### config.mk
export PLATFORM = sky130hd
export DESIGN_NAME = esc_temp
export DESIGN_NICKNAME = d
export VERILOG_FILES = /design/src/design/esc_pkg.sv /design/src/design/esc_temp.sv
export SDC_FILE = /design/constraint.sdc
export NUM_CORES = 2
export LEC_CHECK = 0
export CAP_MARGIN = 20
export CORE_ASPECT_RATIO = 0.75
export CORE_MARGIN = 2
export CORE_UTILIZATION = 31
export CTS_CLUSTER_DIAMETER = 100
export DETAILED_ROUTE_END_ITERATION = 12
export DONT_BUFFER_PORTS = 1
export GPL_TIMING_DRIVEN = 0
export SYNTH_ARGS = -nofsm -noshare
export SYNTH_HDL_FRONTEND = slang
export SYNTH_SLANG_ARGS = --single-unit
### constraint.sdc
create_clock -name clk -period 8.45 [get_ports clk]
set_clock_uncertainty 0.15 [all_clocks]
set_input_delay 1.69 -clock clk [delete_from_list [all_inputs] [get_ports clk]]
set_output_delay 1.69 -clock clk [all_outputs]
set_load 0.05 [all_outputs]
### src/design/esc_pkg.sv
// Shared types, constants and helpers for the environmental sensor compensation core.
// No dependencies; imported by every module in this folder.

package esc_pkg;

	localparam int DIV_BITS   = 64;
	localparam int PRE_STAGES = 4;
	localparam int POST_STAGES = 5;
	// abs stage + one stage per quotient bit + sign fix stage
	localparam int DIV_LAT    = DIV_BITS + 2;
	localparam int PRESS_LAT  = PRE_STAGES + DIV_LAT + POST_STAGES;
	localparam int HUM_LAT    = 7;
	localparam int HUM_PAD    = PRESS_LAT - HUM_LAT;

	localparam logic [2:0] REG_TEMP    = 3'd0;
	localparam logic [2:0] REG_PRESS_A = 3'd1;
	localparam logic [2:0] REG_PRESS_B = 3'd2;
	localparam logic [2:0] REG_PRESS_C = 3'd3;
	localparam logic [2:0] REG_HUM_A   = 3'd4;
	localparam logic [2:0] REG_HUM_B   = 3'd5;

	typedef struct packed {
		logic [19:0] raw_temperature;
		logic [19:0] raw_pressure;
		logic [15:0] raw_humidity;
	} sample_t;

	typedef struct packed {
		logic signed [31:0] temperature_centi;
		logic [31:0]        pressure_pa;
		logic [13:0]        humidity_centi;
		logic               pressure_div_zero;
	} result_t;

	typedef struct packed {
		logic [15:0] t1, t2, t3;
		logic [15:0] p1, p2, p3, p4, p5, p6, p7, p8, p9;
		logic [7:0]  h1;
		logic [15:0] h2;
		logic [7:0]  h3;
		logic [15:0] h4, h5;
		logic [7:0]  h6;
	} coeffs_t;

	function automatic logic [31:0] sx32_16(input logic [15:0] v);
		return {{16{v[15]}}, v};
	endfunction

	function automatic logic [31:0] sx32_8(input logic [7:0] v);
		return {{24{v[7]}}, v};
	endfunction

	function automatic logic [31:0] sra32(input logic [31:0] v, input int n);
		return 32'($signed(v) >>> n);
	endfunction

	function automatic logic [63:0] sra64(input logic [63:0] v, input int n);
		return 64'($signed(v) >>> n);
	endfunction

	function automatic coeffs_t unpack_coeffs(
		input logic [47:0] tc, input logic [47:0] pa, input logic [47:0] pb,
		input logic [47:0] pc, input logic [31:0] ha, input logic [39:0] hb);
		coeffs_t c;
		c.t1 = tc[15:0];  c.t2 = tc[31:16]; c.t3 = tc[47:32];
		c.p1 = pa[15:0];  c.p2 = pa[31:16]; c.p3 = pa[47:32];
		c.p4 = pb[15:0];  c.p5 = pb[31:16]; c.p6 = pb[47:32];
		c.p7 = pc[15:0];  c.p8 = pc[31:16]; c.p9 = pc[47:32];
		c.h1 = ha[7:0];   c.h2 = ha[23:8];  c.h3 = ha[31:24];
		c.h4 = hb[15:0];  c.h5 = hb[31:16]; c.h6 = hb[39:32];
		return c;
	endfunction

	// temperature in 0.01 degC from the fine temperature
	function automatic logic [31:0] temp_from_fine(input logic [31:0] tf);
		logic [31:0] t5;
		t5 = {tf[29:0], 2'b00} + tf;
		return sra32(t5 + 32'd128, 8);
	endfunction

endpackage

### src/design/esc_temp.sv
// Fine temperature pipeline, three stages.
// Depends on esc_pkg.

module esc_temp import esc_pkg::*; (
	input  logic        clk,
	input  logic        arst_n,
	input  logic        in_valid,
	input  sample_t     in_sample,
	input  coeffs_t     coeffs,
	output logic        out_valid,
	output logic [31:0] fine,
	output logic [19:0] raw_p,
	output logic [15:0] raw_h
);

	logic        v_s1, v_s2, v_s3;
	logic [31:0] v1_s1, dd_s1, v1_s2, m_s2, tf_s3;
	logic [19:0] rp_s1, rp_s2, rp_s3;
	logic [15:0] rh_s1, rh_s2, rh_s3;
	logic [31:0] a, d, at, dd, m;

	always_comb begin
		a  = {15'd0, in_sample.raw_temperature[19:3]} - {15'd0, coeffs.t1, 1'b0};
		d  = {16'd0, in_sample.raw_temperature[19:4]} - {16'd0, coeffs.t1};
		at = a * sx32_16(coeffs.t2);
		dd = d * d;
		m  = sra32(dd_s1, 12) * sx32_16(coeffs.t3);
	end

	always_ff @(posedge clk or negedge arst_n) begin
		if (!arst_n) begin
			v_s1 <= 1'b0;
			v_s2 <= 1'b0;
			v_s3 <= 1'b0;
		end else begin
			v_s1 <= in_valid;
			v_s2 <= v_s1;
			v_s3 <= v_s2;
		end
	end

	always_ff @(posedge clk) begin
		v1_s1 <= sra32(at, 11);
		dd_s1 <= dd;
		rp_s1 <= in_sample.raw_pressure;
		rh_s1 <= in_sample.raw_humidity;
		v1_s2 <= v1_s1;
		m_s2  <= m;
		rp_s2 <= rp_s1;
		rh_s2 <= rh_s1;
		tf_s3 <= v1_s2 + sra32(m_s2, 14);
		rp_s3 <= rp_s2;
		rh_s3 <= rh_s2;
	end

	assign out_valid = v_s3;
	assign fine      = tf_s3;
	assign raw_p     = rp_s3;
	assign raw_h     = rh_s3;

endmodule

==> run summary <==
Status -> finished, violations left
Failing checks -> negative setup slack
Register area -> 0.00428 mm^2
R2r startpoint -> dd_s1[25]
Initial antenna violation count -> 8
Worst path arrival time -> 9.64 ns
Fmax -> 0.107 GHz
Largest net degree at the start of global routing -> 17
Die Area -> 0.117 mm^2
Post-route insts no fill -> 5407
Register area share after synthesis -> 12.1%
Critical Path Start Type -> input port
Reg2reg end -> m_s2[31]
Placer Congestion -> 0.907
Post-synth EDFFs -> 0
Total number of vias -> 24600
Post-DP HPWL -> 82000 um
Unrepaired setup endpoints after global routing -> yes
GRT overflow -> 0
Total track usage -> 16.8%
Register-to-register path setup slack -> 0.72 ns
Asr flop ratio synth -> 1.41%
CTS Buffer Depth -> 3
Max stage delay cell, worst path -> fa_2
Share of cells above drive strength 1 -> 10.4%
Synth Register Bits -> 213
Req. time, crit path -> 8.71 ns
DP Cell Count -> 5267
Slew margin rel. -> 43.9%
Synth warn -> 0
Most common cell on crit path -> fa_1
Setup Viol. Count Final -> 24
Routed len/inst -> 18.1 um
DRC -> 0
End of the worst hold path -> v1_s2[10]
Multi-input logic area -> 0.0280 mm^2
Die width -> 395 um
Post-DR vias/cell -> 4.56
Max Cap Viol -> 0
Period minus WS final -> 9.38 ns
Post-route ant nets -> 0
R2r worst-path depth -> 23
First-pass GRT wire length -> 152000 um
Post-synthesis cell type count -> 67
HP Start -> v1_s1[10]
Critical path type -> input port to flip-flop
Area growth from synthesis to layout -> 14.2%
Clk pin slew, worst setup/hold paths -> 0.07 ns
Final worst setup slack -> -0.929 ns
IO Port Bufs -> 0
Row Count -> 107
Final Util -> 35.7%
Core area -> 0.114 mm^2
Clk_lat worst skew -> 0.55 ns
Vias in the first global route -> 26200
WHS Path Cells -> 0
HP Class -> flip-flop to flip-flop
I/O pin count -> 392
Number of hold violations in the final report -> 0
Syn_nets -> 5154
Ys flop type -> dfxtp_1
Post-Syn Area -> 0.0355 mm^2
Gate Count Post-Synth -> 3738
H-tree depth -> 1
Max incr delay on CP -> 0.69 ns
Final period util -> 111%
Die height -> 297 um
Most common cell after layout, fill and taps aside -> inv_1
CTS root buf -> clkbuf_16
Total CTS buffers -> 23
Commonest cells after routing, fill and taps aside -> inv_1 (969), fa_1 (789), nand2_1 (443)
Clock sink count -> 213
Slew at the pin closest to its max-slew limit -> 0.841 ns
Drt first pass iters -> 5
CP max FO -> 8
DRT iter0 DRCs -> 1599
CTS tree -> done
# fillers -> 11500
Slew Viols, Final -> 0
Initial core utilization -> 31.3%
Nets -> 5274
CP endpoint kind -> flip-flop
Mean post-synth cell area -> 9.49 um^2
Hold-fix buffers, CTS -> 0
Drt total wl -> 97900 um
[worst max-delay path, delay by kind of cell]
kind / cells / cell delay (ns)
fa+ha+maj: 9 / 3.82
compound gates: 11 / 2.32
buf+inv: 7 / 1.02
simple gates: 4 / 0.37
xor+xnor: 2 / 0.36
[worst max-delay path by stage]
stage / slack [ns] / start / endpoint / cells past startpoint
2_1_floorplan: -0.69 / in_sample[40] / v1_s1[20] / 34
3_3_place_gp: -3.01 / coeffs[250] / v1_s1[20] / 29
3_5_place_dp: -2.82 / in_sample[40] / v1_s1[20] / 31
4_1_cts: -0.72 / in_sample[40] / dd_s1[31] / 27
5_1_grt: -1.02 / in_sample[40] / v1_s1[20] / 33
6_report: -0.93 / in_sample[40] / v1_s1[18] / 33
[cell families (layout without fill, tap and decap cells)]
kind of cell    Yosys count  count (layout)  synth area share (%)
compound gates          234             234                  4.41
xor+xnor                132             132                  3.35
fa+ha+maj              1093            1093                  55.8
buf+inv                1139            1276                  12.2
flops                   213             213                  12.1
mux                       1               1                0.0317
other cells               0               6                     0
simple gates            926             926                  12.1
[state kept, by name, indices dropped and copies added (netlist names)]
| signal | count |
|---|---|
| dd_s1 | 20 |
| fine | 22 |
| m_s2 | 18 |
| out_valid | 1 |
| raw_h | 16 |
| raw_p | 20 |
| rh_s1 | 16 |
| rh_s2 | 16 |
| rp_s1 | 20 |
| rp_s2 | 20 |
| v1_s1 | 21 |
| v1_s2 | 21 |
| v_s1 | 1 |
| v_s2 | 1 |
[per-stage QoR]
stage / setup WS (ns) / setup TNS [ns] / hold slack, ns / area [um^2]
after floorplan: -0.693 / -6.89 / 0.160 / 35800
after global placement: -3.01 / -79.52 / 0.160 / 37700
after detailed placement: -2.82 / -75.36 / 0.162 / 37700
after CTS: -0.722 / -7.22 / 0.173 / 39500
after global routing: -1.02 / -14.66 / 0.180 / 40500
final: -0.929 / -9.46 / 0.162 / 40500
[final cells by class]
| class | instances | share of cell area [%] |
|---|---|---|
| multi-input combinational | 2386 | 69.1 |
| sequential | 213 | 10.6 |
| inverter | 1008 | 9.50 |
| tap | 1526 | 4.71 |
| timing repair buffer | 97 | 2.19 |
| buffer | 129 | 1.95 |
| clock buffer | 30 | 1.58 |
| clock inverter | 12 | 0.321 |
| antenna | 6 | 0.0371 |
[routing by layer]
| metal | share of wire, % | vias up | global-route usage [%] |
|---|---|---|---|
| li1 | - | 11100 | - |
| met1 | 46 | 12500 | 25.0 |
| met2 | 42 | 968 | 24.4 |
| met3 | 11 | 84 | 5.00 |
| met4 | 1.5 | 2 | 2.55 |
| met5 | 0.020 | - | 0 |
[synth_stat cells, types with 4 or more instances]
| master | number | share of area, % |
|---|---|---|
| nand2_1 | 463 | 4.9 |
| and2_1 | 211 | 3.7 |
| and3_1 | 7 | 0.12 |
| nand4_1 | 7 | 0.12 |
| or2_2 | 4 | 0.071 |
| a21boi_0 | 4 | 0.085 |
| a31oi_1 | 5 | 0.088 |
| a21oi_1 | 62 | 0.87 |
| o21bai_1 | 5 | 0.11 |
| a21o_1 | 33 | 0.70 |
| nor2_1 | 124 | 1.3 |
| o31a_1 | 4 | 0.099 |
| xnor2_1 | 104 | 2.6 |
| clkinv_1 | 5 | 0.053 |
| fa_1 | 816 | 46 |
| o211ai_1 | 7 | 0.15 |
| nor2b_1 | 29 | 0.51 |
| or3_1 | 6 | 0.11 |
| nor3_1 | 23 | 0.32 |
| xor2_1 | 26 | 0.64 |
| nand2b_1 | 29 | 0.51 |
| o21a_1 | 25 | 0.53 |
| buf_1 | 4 | 0.042 |
| nand3_1 | 11 | 0.16 |
| o21ai_0 | 41 | 0.58 |
| a211oi_1 | 6 | 0.13 |
| dfxtp_1 | 210 | 12 |
| o31ai_1 | 5 | 0.11 |
| buf_4 | 10 | 0.21 |
| inv_1 | 1001 | 11 |
| clkbuf_1 | 112 | 1.2 |
| ha_1 | 277 | 9.8 |
[what timing repair did]
action                     CTS  global route
buffers inserted            45            49
pin swaps                   53            88
setup endpoints to repair   46            43
resized for setup          150           181
cloned                       0             1
Power is left out: the tool's default activity adds up to more than one toggle a clock period on the data nets, which glitch-free logic cannot reach.
